===== src/hdl/bopc_pkg.sv =====
package bopc_pkg;

   localparam int SAMPLE_W    = 32;
   localparam int COUNT_W     = 25;
   localparam int SUM_W       = 56;
   localparam int VALUE_W     = 31;
   localparam int COL_W       = 14;
   localparam int ROW_W       = 24;
   localparam int BYTES_W     = 27;
   localparam int ROW_WIDTH_W = 15;
   localparam int CSR_INDEX_W = 3;
   localparam int CSR_DATA_W  = 25;
   localparam int QUEUE_DEPTH = 4;
   localparam int QUEUE_PTR_W = $clog2(QUEUE_DEPTH);
   localparam int QUEUE_CNT_W = QUEUE_PTR_W + 1;

   localparam logic [7:0]             ESCAPE_BYTE    = 8'h80;
   localparam logic [7:0]             ZERO_BYTE      = 8'h00;
   localparam logic [SAMPLE_W-1:0]    ONE_BYTE_LIMIT = 32'd127;
   localparam logic [SAMPLE_W-1:0]    TWO_BYTE_LIMIT = 32'd32767;
   localparam logic [ROW_WIDTH_W-1:0] MAX_ROW_WIDTH  = 15'd16384;

   localparam logic [1:0] SAMPLE_8  = 2'd0;
   localparam logic [1:0] SAMPLE_16 = 2'd1;
   localparam logic [1:0] SAMPLE_32 = 2'd2;

   typedef enum logic [CSR_INDEX_W-1:0] {
      CSR_SAMPLE_BITS,
      CSR_SIGNED,
      CSR_STATS_OFF,
      CSR_ROW_WIDTH,
      CSR_PIXEL_COUNT
   } csr_index_type;

   typedef enum logic [1:0] {
      LEN_ONE,
      LEN_THREE,
      LEN_SEVEN
   } len_type;

   typedef struct packed {
      logic               too_random;
      logic [COUNT_W-1:0] overflow_count;
      logic [COUNT_W-1:0] underflow_count;
      logic [COUNT_W-1:0] valid_count;
      logic [SUM_W-1:0]   value_sum;
      logic [VALUE_W-1:0] max_value;
      logic [COL_W-1:0]   max_col;
      logic [ROW_W-1:0]   max_row;
      logic [VALUE_W-1:0] min_value;
   } stats_type;

   // Statistics of an empty image: everything zero, the minimum at the largest value.
   localparam stats_type STATS_CLEAR = '{min_value: {VALUE_W{1'b1}}, default: '0};

   typedef struct packed {
      logic [SAMPLE_W-1:0] diff;
      len_type             len;
      logic                image_start;
      stats_type           stats;
   } record_type;

   typedef struct packed {
      logic empty;
      logic full;
   } queue_status_type;

   function automatic logic [COUNT_W-1:0] sat_inc_count(input logic [COUNT_W-1:0] x);
      return (x == '1) ? x : x + 1'b1;
   endfunction

endpackage


===== src/hdl/bopc_if.sv =====
interface bopc_req_if;
   import bopc_pkg::*;
   logic                valid;
   logic                ready;
   logic [SAMPLE_W-1:0] raw_sample;
   logic                image_start;
   modport source (output valid, output raw_sample, output image_start, input ready);
   modport sink (input valid, input raw_sample, input image_start, output ready);
endinterface

interface bopc_rsp_if;
   import bopc_pkg::*;
   logic               valid;
   logic               ready;
   logic [7:0]         out_byte;
   logic               pixel_done;
   logic               too_random;
   logic [COUNT_W-1:0] overflow_count;
   logic [COUNT_W-1:0] underflow_count;
   logic [COUNT_W-1:0] valid_count;
   logic [SUM_W-1:0]   value_sum;
   logic [VALUE_W-1:0] max_value;
   logic [COL_W-1:0]   max_col;
   logic [ROW_W-1:0]   max_row;
   logic [VALUE_W-1:0] min_value;
   logic [BYTES_W-1:0] byte_count;
   modport source (output valid, output out_byte, output pixel_done, output too_random,
                   output overflow_count, output underflow_count, output valid_count,
                   output value_sum, output max_value, output max_col, output max_row,
                   output min_value, output byte_count, input ready);
   modport sink (input valid, input out_byte, input pixel_done, input too_random,
                 input overflow_count, input underflow_count, input valid_count,
                 input value_sum, input max_value, input max_col, input max_row,
                 input min_value, input byte_count, output ready);
endinterface

interface bopc_csr_if;
   import bopc_pkg::*;
   logic                   valid;
   logic                   ready;
   logic [CSR_INDEX_W-1:0] index;
   logic [CSR_DATA_W-1:0]  data;
   modport source (output valid, output index, output data, input ready);
   modport sink (input valid, input index, input data, output ready);
endinterface


===== src/hdl/bopc_front.sv =====
module bopc_front
   import bopc_pkg::*;
(
   input  logic             clock,
   input  logic             reset,
   bopc_req_if.sink         req_chan,
   bopc_csr_if.sink         csr_chan,
   input  queue_status_type queue_status,
   output logic             push,
   output record_type       push_record
);

   logic [1:0]             sample_bits_ff;
   logic                   signed_ff;
   logic                   stats_off_ff;
   logic [ROW_WIDTH_W-1:0] row_width_ff;
   logic [COUNT_W-1:0]     pixel_count_ff;

   logic [SAMPLE_W-1:0] prev_ff, prev_in;
   logic                seen_ff;
   logic [COL_W-1:0]    col_ff, col_in;
   logic [ROW_W-1:0]    row_ff, row_in;
   logic [COUNT_W-1:0]  esc_ff, esc_in;
   stats_type           stats_ff, stats_in;

   logic [SAMPLE_W-1:0]    mask, half, sign_bit, v_raw, v, diff, mag;
   logic                   ovf, unf, start;
   logic [SAMPLE_W-1:0]    base_prev;
   logic                   base_seen;
   logic [COL_W-1:0]       base_col;
   logic [ROW_W-1:0]       base_row;
   logic [COUNT_W-1:0]     base_esc;
   stats_type              base;
   len_type                len;
   logic [SUM_W:0]         sum_wide;
   logic [ROW_WIDTH_W-1:0] width_eff, col_plus;

   assign csr_chan.ready = 1'b1;
   assign req_chan.ready = !queue_status.full;
   assign push           = req_chan.valid && !queue_status.full;
   assign start          = req_chan.image_start;

   always_ff @(posedge clock) begin
      if (reset) begin
         sample_bits_ff <= SAMPLE_32;
         signed_ff      <= 1'b1;
         stats_off_ff   <= 1'b0;
         row_width_ff   <= 15'd1024;
         pixel_count_ff <= 25'd1048576;
      end else if (csr_chan.valid) begin
         case (csr_chan.index)
            CSR_SAMPLE_BITS: sample_bits_ff <= csr_chan.data[1:0];
            CSR_SIGNED:      signed_ff      <= csr_chan.data[0];
            CSR_STATS_OFF:   stats_off_ff   <= csr_chan.data[0];
            CSR_ROW_WIDTH:   row_width_ff   <= csr_chan.data[ROW_WIDTH_W-1:0];
            CSR_PIXEL_COUNT: pixel_count_ff <= csr_chan.data;
            default: ;
         endcase
      end
   end

   // Sample decode: cut to width, detect full scale and underflow, sign extend signed samples.
   always_comb begin
      case (sample_bits_ff)
         SAMPLE_8:  mask = 32'h0000_00FF;
         SAMPLE_16: mask = 32'h0000_FFFF;
         default:   mask = 32'hFFFF_FFFF;
      endcase
      half     = mask >> 1;
      sign_bit = half + 32'd1;
      v_raw    = req_chan.raw_sample & mask;
      if (signed_ff) begin
         ovf = (v_raw == half);
         unf = (v_raw == sign_bit);
         v   = ((v_raw & sign_bit) != '0) ? (v_raw | ~mask) : v_raw;
      end else begin
         ovf = (v_raw == mask);
         unf = (v_raw == '0);
         v   = v_raw;
      end
   end

   always_comb begin
      base_prev = start ? '0 : prev_ff;
      base_seen = start ? 1'b0 : seen_ff;
      base_col  = start ? '0 : col_ff;
      base_row  = start ? '0 : row_ff;
      base_esc  = start ? '0 : esc_ff;
      if (start) begin
         base           = '0;
         base.min_value = '1;
      end else begin
         base = stats_ff;
      end

      diff = v - base_prev;
      mag  = diff[SAMPLE_W-1] ? (32'd0 - diff) : diff;
      if (mag <= ONE_BYTE_LIMIT) begin
         len = LEN_ONE;
      end else if (mag <= TWO_BYTE_LIMIT) begin
         len = LEN_THREE;
      end else begin
         len = LEN_SEVEN;
      end

      prev_in  = v;
      stats_in = base;
      esc_in   = base_esc;
      if (len == LEN_SEVEN) begin
         esc_in = sat_inc_count(base_esc);
         if (esc_in > {2'b00, pixel_count_ff[COUNT_W-1:2]}) begin
            stats_in.too_random = 1'b1;
         end
      end
      if (ovf) begin
         stats_in.overflow_count = sat_inc_count(base.overflow_count);
      end
      if (unf) begin
         stats_in.underflow_count = sat_inc_count(base.underflow_count);
      end

      sum_wide = {1'b0, base.value_sum} + {{(SUM_W + 1 - VALUE_W){1'b0}}, v[VALUE_W-1:0]};
      if (!v[SAMPLE_W-1] && !stats_off_ff) begin
         stats_in.valid_count = sat_inc_count(base.valid_count);
         stats_in.value_sum   = sum_wide[SUM_W] ? '1 : sum_wide[SUM_W-1:0];
         if (v[VALUE_W-1:0] > base.max_value) begin
            stats_in.max_value = v[VALUE_W-1:0];
            stats_in.max_col   = base_col;
            stats_in.max_row   = base_row;
         end
         if ((v[VALUE_W-1:0] < base.min_value) || !base_seen) begin
            stats_in.min_value = v[VALUE_W-1:0];
         end
      end

      // Position advance; row width is clamped to 1..2^COL_W.
      if (row_width_ff == '0) begin
         width_eff = 15'd1;
      end else if (row_width_ff > MAX_ROW_WIDTH) begin
         width_eff = MAX_ROW_WIDTH;
      end else begin
         width_eff = row_width_ff;
      end
      col_plus = {1'b0, base_col} + 15'd1;
      if (col_plus >= width_eff) begin
         col_in = '0;
         row_in = (base_row == '1) ? base_row : base_row + 1'b1;
      end else begin
         col_in = col_plus[COL_W-1:0];
         row_in = base_row;
      end
   end

   always_ff @(posedge clock) begin
      if (reset) begin
         prev_ff  <= '0;
         seen_ff  <= 1'b0;
         col_ff   <= '0;
         row_ff   <= '0;
         esc_ff   <= '0;
         stats_ff <= STATS_CLEAR;
      end else if (push) begin
         prev_ff  <= prev_in;
         seen_ff  <= 1'b1;
         col_ff   <= col_in;
         row_ff   <= row_in;
         esc_ff   <= esc_in;
         stats_ff <= stats_in;
      end
   end

   always_comb begin
      push_record.diff        = diff;
      push_record.len         = len;
      push_record.image_start = start;
      push_record.stats       = stats_in;
   end

endmodule


===== src/hdl/bopc_queue.sv =====
module bopc_queue
   import bopc_pkg::*;
(
   input  logic             clock,
   input  logic             reset,
   input  logic             push,
   input  record_type       push_record,
   input  logic             pop,
   output record_type       head,
   output queue_status_type status
);

   record_type             entry_ff [QUEUE_DEPTH];
   logic [QUEUE_PTR_W-1:0] wr_ptr_ff, rd_ptr_ff;
   logic [QUEUE_CNT_W-1:0] count_ff, count_in;

   assign head         = entry_ff[rd_ptr_ff];
   assign status.empty = (count_ff == '0);
   assign status.full  = (count_ff == QUEUE_CNT_W'(QUEUE_DEPTH));

   always_comb begin
      count_in = count_ff;
      if (push && !pop) begin
         count_in = count_ff + 1'b1;
      end else if (pop && !push) begin
         count_in = count_ff - 1'b1;
      end
   end

   always_ff @(posedge clock) begin
      if (push) begin
         entry_ff[wr_ptr_ff] <= push_record;
      end
   end

   always_ff @(posedge clock) begin
      if (reset) begin
         wr_ptr_ff <= '0;
         rd_ptr_ff <= '0;
         count_ff  <= '0;
      end else begin
         if (push) begin
            wr_ptr_ff <= wr_ptr_ff + 1'b1;
         end
         if (pop) begin
            rd_ptr_ff <= rd_ptr_ff + 1'b1;
         end
         count_ff <= count_in;
      end
   end

endmodule


===== src/hdl/bopc_back.sv =====
module bopc_back
   import bopc_pkg::*;
(
   input  logic             clock,
   input  logic             reset,
   input  record_type       head,
   input  queue_status_type queue_status,
   output logic             pop,
   bopc_rsp_if.source       rsp_chan
);

   logic               valid_ff, valid_in;
   logic [2:0]         idx_ff, idx_in;
   logic [BYTES_W-1:0] bytes_ff, bytes_in, bytes_base;
   logic [7:0]         byte_ff, byte_sel;
   logic               done_ff;
   stats_type          stats_ff;
   logic [2:0]         last_idx;
   logic               is_last, load;

   always_comb begin
      case (head.len)
         LEN_ONE:   last_idx = 3'd0;
         LEN_THREE: last_idx = 3'd2;
         default:   last_idx = 3'd6;
      endcase
      is_last = (idx_ff == last_idx);
   end

   // Byte order of each code: escape markers first, then the difference LSB first.
   always_comb begin
      byte_sel = head.diff[7:0];
      if (head.len == LEN_THREE) begin
         case (idx_ff)
            3'd0:    byte_sel = ESCAPE_BYTE;
            3'd1:    byte_sel = head.diff[7:0];
            default: byte_sel = head.diff[15:8];
         endcase
      end else if (head.len == LEN_SEVEN) begin
         case (idx_ff)
            3'd0:    byte_sel = ESCAPE_BYTE;
            3'd1:    byte_sel = ZERO_BYTE;
            3'd2:    byte_sel = ESCAPE_BYTE;
            3'd3:    byte_sel = head.diff[7:0];
            3'd4:    byte_sel = head.diff[15:8];
            3'd5:    byte_sel = head.diff[23:16];
            default: byte_sel = head.diff[31:24];
         endcase
      end
   end

   assign load = !queue_status.empty && (!valid_ff || rsp_chan.ready);
   assign pop  = load && is_last;

   always_comb begin
      bytes_base = (head.image_start && idx_ff == '0) ? '0 : bytes_ff;
      bytes_in   = (bytes_base == '1) ? bytes_base : bytes_base + 1'b1;
      idx_in     = is_last ? 3'd0 : idx_ff + 3'd1;
      if (load) begin
         valid_in = 1'b1;
      end else if (rsp_chan.ready) begin
         valid_in = 1'b0;
      end else begin
         valid_in = valid_ff;
      end
   end

   always_ff @(posedge clock) begin
      if (reset) begin
         valid_ff <= 1'b0;
         idx_ff   <= '0;
         bytes_ff <= '0;
      end else begin
         valid_ff <= valid_in;
         if (load) begin
            idx_ff   <= idx_in;
            bytes_ff <= bytes_in;
         end
      end
   end

   always_ff @(posedge clock) begin
      if (load) begin
         byte_ff  <= byte_sel;
         done_ff  <= is_last;
         stats_ff <= head.stats;
      end
   end

   assign rsp_chan.valid           = valid_ff;
   assign rsp_chan.out_byte        = byte_ff;
   assign rsp_chan.pixel_done      = done_ff;
   assign rsp_chan.too_random      = stats_ff.too_random;
   assign rsp_chan.overflow_count  = stats_ff.overflow_count;
   assign rsp_chan.underflow_count = stats_ff.underflow_count;
   assign rsp_chan.valid_count     = stats_ff.valid_count;
   assign rsp_chan.value_sum       = stats_ff.value_sum;
   assign rsp_chan.max_value       = stats_ff.max_value;
   assign rsp_chan.max_col         = stats_ff.max_col;
   assign rsp_chan.max_row         = stats_ff.max_row;
   assign rsp_chan.min_value       = stats_ff.min_value;
   assign rsp_chan.byte_count      = bytes_ff;

endmodule


===== src/hdl/byte_offset_pixel_compressor.sv =====
// Byte-offset pixel compressor with running image statistics.
// Pixels arrive on the req_chan channel, one request per pixel, with image_start
// set on the first pixel of an image to clear all running state. Compressed bytes
// leave on rsp_chan, one request per byte, with pixel_done on a pixel's last byte
// and the statistics after that pixel repeated on every byte of it.
// Configuration goes through csr_chan, which is always ready; write it only while
// the block is idle.
// An accepted pixel is written to the queue and then to the output register,
// from which its bytes leave on rsp_chan. A pixel whose difference fits one byte
// gives one byte, a 16-bit escape three and a 32-bit escape seven; the back-end
// serializer emits one byte per cycle while the receiver is ready and the queue
// holds a pixel. The front end classifies a pixel in the cycle it is accepted and
// places it in a four-entry queue, so it keeps taking pixels while the back end
// works through an escape or waits on a stalled receiver. When the queue fills,
// req_chan.ready drops; the output register holds the current byte on a stall.
// Reset empties the queue, drops rsp_chan.valid, clears all running state and
// loads the configuration defaults: 32-bit signed samples, statistics on, rows of
// 1024 pixels and images of 1048576 pixels.
module byte_offset_pixel_compressor
   import bopc_pkg::*;
(
   input  logic       clock,
   input  logic       reset,
   bopc_req_if.sink   req_chan,
   bopc_rsp_if.source rsp_chan,
   bopc_csr_if.sink   csr_chan
);

   logic             push, pop;
   record_type       push_record, head;
   queue_status_type queue_status;

   // Front end: decode, difference, classification and statistics.
   bopc_front u_front (
      .clock        (clock),
      .reset        (reset),
      .req_chan     (req_chan),
      .csr_chan     (csr_chan),
      .queue_status (queue_status),
      .push         (push),
      .push_record  (push_record)
   );

   // Queue of classified pixels between the two halves.
   bopc_queue u_queue (
      .clock       (clock),
      .reset       (reset),
      .push        (push),
      .push_record (push_record),
      .pop         (pop),
      .head        (head),
      .status      (queue_status)
   );

   // Back end: byte serializer with the output register and byte counter.
   bopc_back u_back (
      .clock        (clock),
      .reset        (reset),
      .head         (head),
      .queue_status (queue_status),
      .pop          (pop),
      .rsp_chan     (rsp_chan)
   );

endmodule


===== src/flat_wrapper.sv =====
// flat-port wrapper written by rule: the top's interface ports become plain ports
module byte_offset_pixel_compressor_flat import bopc_pkg::*;
  (clock, reset, req_chan_valid, req_chan_raw_sample, req_chan_image_start, req_chan_ready, rsp_chan_valid, rsp_chan_out_byte, rsp_chan_pixel_done, rsp_chan_too_random, rsp_chan_overflow_count, rsp_chan_underflow_count, rsp_chan_valid_count, rsp_chan_value_sum, rsp_chan_max_value, rsp_chan_max_col, rsp_chan_max_row, rsp_chan_min_value, rsp_chan_byte_count, rsp_chan_ready, csr_chan_valid, csr_chan_index, csr_chan_data, csr_chan_ready);
  bopc_req_if req_chan_i ();
  bopc_rsp_if rsp_chan_i ();
  bopc_csr_if csr_chan_i ();
  input  logic clock;
  input  logic reset;
  input wire logic [$bits(req_chan_i.valid)-1:0] req_chan_valid;
  input wire logic [$bits(req_chan_i.raw_sample)-1:0] req_chan_raw_sample;
  input wire logic [$bits(req_chan_i.image_start)-1:0] req_chan_image_start;
  output wire logic [$bits(req_chan_i.ready)-1:0] req_chan_ready;
  output wire logic [$bits(rsp_chan_i.valid)-1:0] rsp_chan_valid;
  output wire logic [$bits(rsp_chan_i.out_byte)-1:0] rsp_chan_out_byte;
  output wire logic [$bits(rsp_chan_i.pixel_done)-1:0] rsp_chan_pixel_done;
  output wire logic [$bits(rsp_chan_i.too_random)-1:0] rsp_chan_too_random;
  output wire logic [$bits(rsp_chan_i.overflow_count)-1:0] rsp_chan_overflow_count;
  output wire logic [$bits(rsp_chan_i.underflow_count)-1:0] rsp_chan_underflow_count;
  output wire logic [$bits(rsp_chan_i.valid_count)-1:0] rsp_chan_valid_count;
  output wire logic [$bits(rsp_chan_i.value_sum)-1:0] rsp_chan_value_sum;
  output wire logic [$bits(rsp_chan_i.max_value)-1:0] rsp_chan_max_value;
  output wire logic [$bits(rsp_chan_i.max_col)-1:0] rsp_chan_max_col;
  output wire logic [$bits(rsp_chan_i.max_row)-1:0] rsp_chan_max_row;
  output wire logic [$bits(rsp_chan_i.min_value)-1:0] rsp_chan_min_value;
  output wire logic [$bits(rsp_chan_i.byte_count)-1:0] rsp_chan_byte_count;
  input wire logic [$bits(rsp_chan_i.ready)-1:0] rsp_chan_ready;
  input wire logic [$bits(csr_chan_i.valid)-1:0] csr_chan_valid;
  input wire logic [$bits(csr_chan_i.index)-1:0] csr_chan_index;
  input wire logic [$bits(csr_chan_i.data)-1:0] csr_chan_data;
  output wire logic [$bits(csr_chan_i.ready)-1:0] csr_chan_ready;
  assign req_chan_i.valid = req_chan_valid;
  assign req_chan_i.raw_sample = req_chan_raw_sample;
  assign req_chan_i.image_start = req_chan_image_start;
  assign req_chan_ready = req_chan_i.ready;
  assign rsp_chan_valid = rsp_chan_i.valid;
  assign rsp_chan_out_byte = rsp_chan_i.out_byte;
  assign rsp_chan_pixel_done = rsp_chan_i.pixel_done;
  assign rsp_chan_too_random = rsp_chan_i.too_random;
  assign rsp_chan_overflow_count = rsp_chan_i.overflow_count;
  assign rsp_chan_underflow_count = rsp_chan_i.underflow_count;
  assign rsp_chan_valid_count = rsp_chan_i.valid_count;
  assign rsp_chan_value_sum = rsp_chan_i.value_sum;
  assign rsp_chan_max_value = rsp_chan_i.max_value;
  assign rsp_chan_max_col = rsp_chan_i.max_col;
  assign rsp_chan_max_row = rsp_chan_i.max_row;
  assign rsp_chan_min_value = rsp_chan_i.min_value;
  assign rsp_chan_byte_count = rsp_chan_i.byte_count;
  assign rsp_chan_i.ready = rsp_chan_ready;
  assign csr_chan_i.valid = csr_chan_valid;
  assign csr_chan_i.index = csr_chan_index;
  assign csr_chan_i.data = csr_chan_data;
  assign csr_chan_ready = csr_chan_i.ready;
  byte_offset_pixel_compressor u_core (.clock(clock), .reset(reset), .req_chan(req_chan_i), .rsp_chan(rsp_chan_i), .csr_chan(csr_chan_i));
endmodule

===== config.mk =====
export PLATFORM = sky130hd
export DESIGN_NAME = byte_offset_pixel_compressor_flat
export DESIGN_NICKNAME = d
export VERILOG_FILES = /design/src/hdl/bopc_pkg.sv /design/src/hdl/bopc_if.sv /design/src/hdl/bopc_front.sv /design/src/hdl/bopc_queue.sv /design/src/hdl/bopc_back.sv /design/src/hdl/byte_offset_pixel_compressor.sv /design/src/flat_wrapper.sv
export SDC_FILE = /design/constraint.sdc
export NUM_CORES = 2
export LEC_CHECK = 0
export ABC_AREA = 0
export BUFFER_PORTS_ARGS = -buffer_cell sky130_fd_sc_hd__buf_2
export CAP_MARGIN = 10
export CELL_PAD_IN_SITES_DETAIL_PLACEMENT = 1
export CELL_PAD_IN_SITES_GLOBAL_PLACEMENT = 1
export CORE_UTILIZATION = 57
export CTS_BUF_LIST = sky130_fd_sc_hd__clkbuf_2
export DETAILED_ROUTE_END_ITERATION = 10
export PLACE_DENSITY = 0.88
export SKIP_LAST_GASP = 1
export SYNTH_ARGS = -nofsm -noshare
export SYNTH_HDL_FRONTEND = slang
export SYNTH_SLANG_ARGS = --single-unit

===== constraint.sdc =====
create_clock -name clock -period 17.8 [get_ports clock]
set_clock_uncertainty 0.05 [all_clocks]
set_input_delay 1.78 -clock clock [delete_from_list [all_inputs] [get_ports clock]]
set_output_delay 1.78 -clock clock [all_outputs]
set_load 0.1 [all_outputs]

==> flow_summary.yaml <==
outcome:
  outcome: "complete, no violations"
final_layout:
  seq_area_um2: 47500
  drive_gt1_frac: 0.217
  fin_nets: 6420
  num-fill-cells: 12900
  multi_input_area_um2: 25900
  final_cell_area_um2: 82300
  final_cell_mix: "edfxtp_1 (1309), clkbuf_2 (639), nand2_1 (579), nor2_1 (445), dfxtp_1 (408)"
  final_common_cell: "edfxtp_1"
  area_growth_pct: 9.89
synth:
  synth_flop_cell: "edfxtp_1"
  synth_xor_area_frac: 0.0223
  muxShareOfSynthArea: 0.0936
  ys_warn_count: 0
  synth-simple-area-share: 0.107
  synth_top_family_by_area: "simple AND/OR/NAND/NOR gates"
  avgSynthCellArea_um2: 13.3
  seq_area_frac_synth: 0.634
  syn_area_um2: 74900
  yosysUniqueCellTypes: 108
  synth_compound_area_frac: 0.0926
  yosys.area_share.adder: 0.0288
  synth-edff-count: 1309
  syn_nets: 5863
  synth-seq-cells: 1719
  postSynthCellCount: 5629
  async_reset_ff_frac: 0
setup_path:
  cp-end-kind: "register"
  crit_chain: "buf_4 -> or2_0 -> inv_1 -> ha_1 -> a21oi_1 -> nor2_1 -> a21oi_1 -> inv_1 -> ha_1 -> a21o_1 -> a21oi_1 -> o21ai_0 -> a22o_1 -> a211oi_4 -> xnor2_1 -> or3_1 -> or4_1 -> a211oi_1 -> o22ai_1 -> nor4_4 -> buf_4 -> a21oi_1 -> nor2_1 -> a22o_1"
  r2r_cells: 24
  r2r_slack_ns: 9.49
  slowest_delay_ns: 0.91
  crit_family: "simple AND/OR/NAND/NOR gates"
  cp-start-kind: "register"
  cp.arrival_ns: 9.99
  required_ns: 19.48
  cp_max_fo: 33
  critPathMostFrequentCell: "a21oi_1"
  critPathBufInv: 4
  crit_slowest_cell: "nor2_1"
  critical_path_class: "register to register"
  r2r-end: "u_core.u_front.esc_ff[21]"
  r2r_start: "u_core.u_front.sample_bits_ff[1]"
power_and_ir_drop:
  ir_drop_mv: 0.248
  total_power_mw: 11.8
  p_leak_nw: 28.6
  p_per_area_nw_per_um2: 144
floorplan:
  rows: 132
  die_height_um: 364
  coreArea_um2: 130000
  initial_core_util: 0.576
  dieArea_um2: 133000
  num_io_pins: 337
  die_w_um: 364
clock_tree:
  htree_num_levels: 5
  post_cts.repair.setup_buffers: 0
  clk_pin_slew_ns: 0.10
  cts_resized: 0
  numCtsBuffers: 423
  clock_path_buffers: 4
  clkSinkCount: 1719
  root_buffer: "clkbuf_2"
  cts_tree: "yes"
  clock_latency_ns: 1.93
  ctsHoldBuffers: 12
route:
  drt_iter0_drc: 5769
  drc_errors: 0
  wl_mm: 234
  wl_per_cell_um: 28.3
  drt_pass1_iterations: 7
  via_per_inst: 6.49
  ant_nets: 0
  via_count: 53700
sta:
  slew_viol_final: 0
  tns_ns: 0
  worst_slack_ns: 9.49
  slew_headroom: 0.157
  rsz0062_at_grt: "false"
  hold_viol_final: 0
  worst_pin_slew_ns: 1.26
  finalSetupViolations: 0
  timing.final.crit_period_ns: 8.31
  period_share: 0.467
  max_freq_mhz: 120
  hold-worst-slack_ns: 0.236
min_path:
  min_to: "u_core.u_front.pixel_count_ff[23]"
  hp-class: "input port to register"
  worstHoldStart: "csr_chan_data[23]"
  min_path_cells: 3
placement:
  postPlaceCellArea_um2: 78400
  hpwl_mm: 152
  place_ws_ns: 8.64
  routabilityCongestion: 0.978
  portBuffers: 335
grt:
  first_global_vias: 55900
  grt_usage: 0.353
  antenna_found_initial: 23
  grt_max_degree: 143
  grt_overflow_total: 0
  grt_pass1_wl_mm: 349
flow_run:
  maxCapViolCount: 0
==> kinds of logic after synthesis <==
kind of cell             after synthesis
AO/OA/AOI/OAI                       1066
AND/OR/NAND/NOR                     1703
flip-flops                          1719
XOR/XNOR                             190
other                                  1
adder cells (fa/ha/maj)              171
buffers and inverters                413
multiplexers                         366
==> per-stage QoR <==
stage | utilization | std cells
2_1_floorplan | - | 5629
3_3_place_gp | 0.603 | 7489
3_5_place_dp | 0.603 | 7489
4_1_cts | 0.633 | 8260
5_1_grt | 0.633 | 8268
6_report | 0.633 | 8277
==> worst max-delay path by stage <==
stage	start	slack, ns	cells after the start	endpoint
global route	u_core.u_front.sample_bits_ff[1]	9.07	24	u_core.u_front.esc_ff[16]
CTS	u_core.u_front.sample_bits_ff[1]	9.69	24	u_core.u_front.esc_ff[21]
detailed placement	req_chan_raw_sample[7]	8.64	22	u_core.u_front.esc_ff[21]
global placement	req_chan_raw_sample[7]	8.97	22	u_core.u_front.esc_ff[20]
floorplan	rsp_chan_ready	7.49	5	u_core.u_back.idx_ff[2]
finish	u_core.u_front.sample_bits_ff[1]	9.49	24	u_core.u_front.esc_ff[21]
==> power breakdown <==
| group | internal [mW] | switching, mW | leakage (nW) |
|---|---|---|---|
| combinational | 0.612 | 3.23 | 10.5 |
| sequential | 5.11 | 0.233 | 15.1 |
| clock | 1.01 | 1.64 | 2.91 |
| total | 6.73 | 5.11 | 28.6 |
==> worst min-delay path, delay by kind of cell <==
kind	cells	cell delay (ns)
AOI/OAI and AO/OA	1	0.05
buffers and inverters	1	0.12
and+or+nand+nor	1	0.06
==> flip-flops by register name, summed over array words and instances, names as in the netlist, 3 cells and up, named ones only <==
signal,count
u_core.u_front.row_width_ff,15
u_core.u_back.rsp_chan.max_col,14
u_core.u_back.rsp_chan.underflow_count,25
u_core.u_front.row_ff,24
u_core.u_queue.entry_ff,1068
u_core.u_back.rsp_chan.min_value,31
u_core.u_front.stats_ff,232
u_core.u_front.prev_ff,32
u_core.u_back.rsp_chan.overflow_count,25
u_core.u_back.rsp_chan.value_sum,56
u_core.u_back.rsp_chan.max_value,31
u_core.u_front.col_ff,14
u_core.u_back.rsp_chan.out_byte,8
u_core.u_front.esc_ff,25
u_core.u_queue.count_ff,3
u_core.u_back.rsp_chan.max_row,24
u_core.u_back.rsp_chan.valid_count,25
u_core.u_back.rsp_chan.byte_count,27
u_core.u_front.pixel_count_ff,23
u_core.u_back.idx_ff,3
==> cell usage after synthesis, types with 8 or more instances <==
| cell | number | area [um2] |
|---|---|---|
| clkbuf_1 | 228 | 856 |
| mux2_2 | 8 | 90.1 |
| a22oi_1 | 42 | 315 |
| xor2_1 | 68 | 596 |
| a31o_2 | 8 | 70.1 |
| a21oi_1 | 319 | 1600 |
| o31ai_1 | 13 | 97.6 |
| o211ai_1 | 15 | 113 |
| or2_2 | 9 | 56.3 |
| inv_1 | 106 | 398 |
| a2bb2oi_1 | 30 | 263 |
| nand4_1 | 59 | 369 |
| ha_1 | 165 | 2060 |
| edfxtp_1 | 1309 | 39300 |
| dfxtp_1 | 410 | 8210 |
| nor3_1 | 102 | 510 |
| o31a_1 | 9 | 78.8 |
| or4_1 | 14 | 105 |
| nor2b_1 | 107 | 669 |
| and2_1 | 22 | 138 |
| or3_1 | 37 | 231 |
| a31oi_1 | 52 | 325 |
| a211oi_1 | 50 | 375 |
| buf_1 | 58 | 218 |
| o21ai_0 | 225 | 1130 |
| a22o_1 | 83 | 727 |
| and4_1 | 15 | 131 |
| and3_1 | 58 | 363 |
| mux4_2 | 266 | 5990 |
| o21bai_1 | 11 | 82.6 |
| mux2i_1 | 90 | 901 |
| o21a_1 | 34 | 255 |
| o21ai_1 | 10 | 50.1 |
| nor2_1 | 448 | 1680 |
| o2111ai_1 | 10 | 87.6 |
| o22a_1 | 13 | 114 |
| xnor2_1 | 121 | 1060 |
| nand2b_1 | 32 | 200 |
| nand3_1 | 138 | 691 |
| o22ai_1 | 8 | 50.1 |
| nor3b_1 | 10 | 75.1 |
| nand2_1 | 581 | 2180 |
| nor4_1 | 26 | 163 |
| a21o_1 | 47 | 353 |
==> metal layers <==
layer / share of wire / track usage
met3: 0.092 / 0.0788
met1: 0.38 / 0.453
met5: 0.00056 / 0
met2: 0.48 / 0.574
met4: 0.044 / 0.165
==> cell type report <==
| type | instances | area share |
|---|---|---|
| Clock inverter | 120 | 0.00696 |
| Timing Repair Buffer | 432 | 0.0301 |
| Inverter | 113 | 0.00537 |
| Clock buffer | 639 | 0.0389 |
| Multi-Input combinational cell | 3497 | 0.314 |
| Sequential cell | 1719 | 0.577 |
| Tap cell | 1742 | 0.0265 |
| Antenna cell | 15 | 0.000456 |
Power figures use the tool's default switching activity.
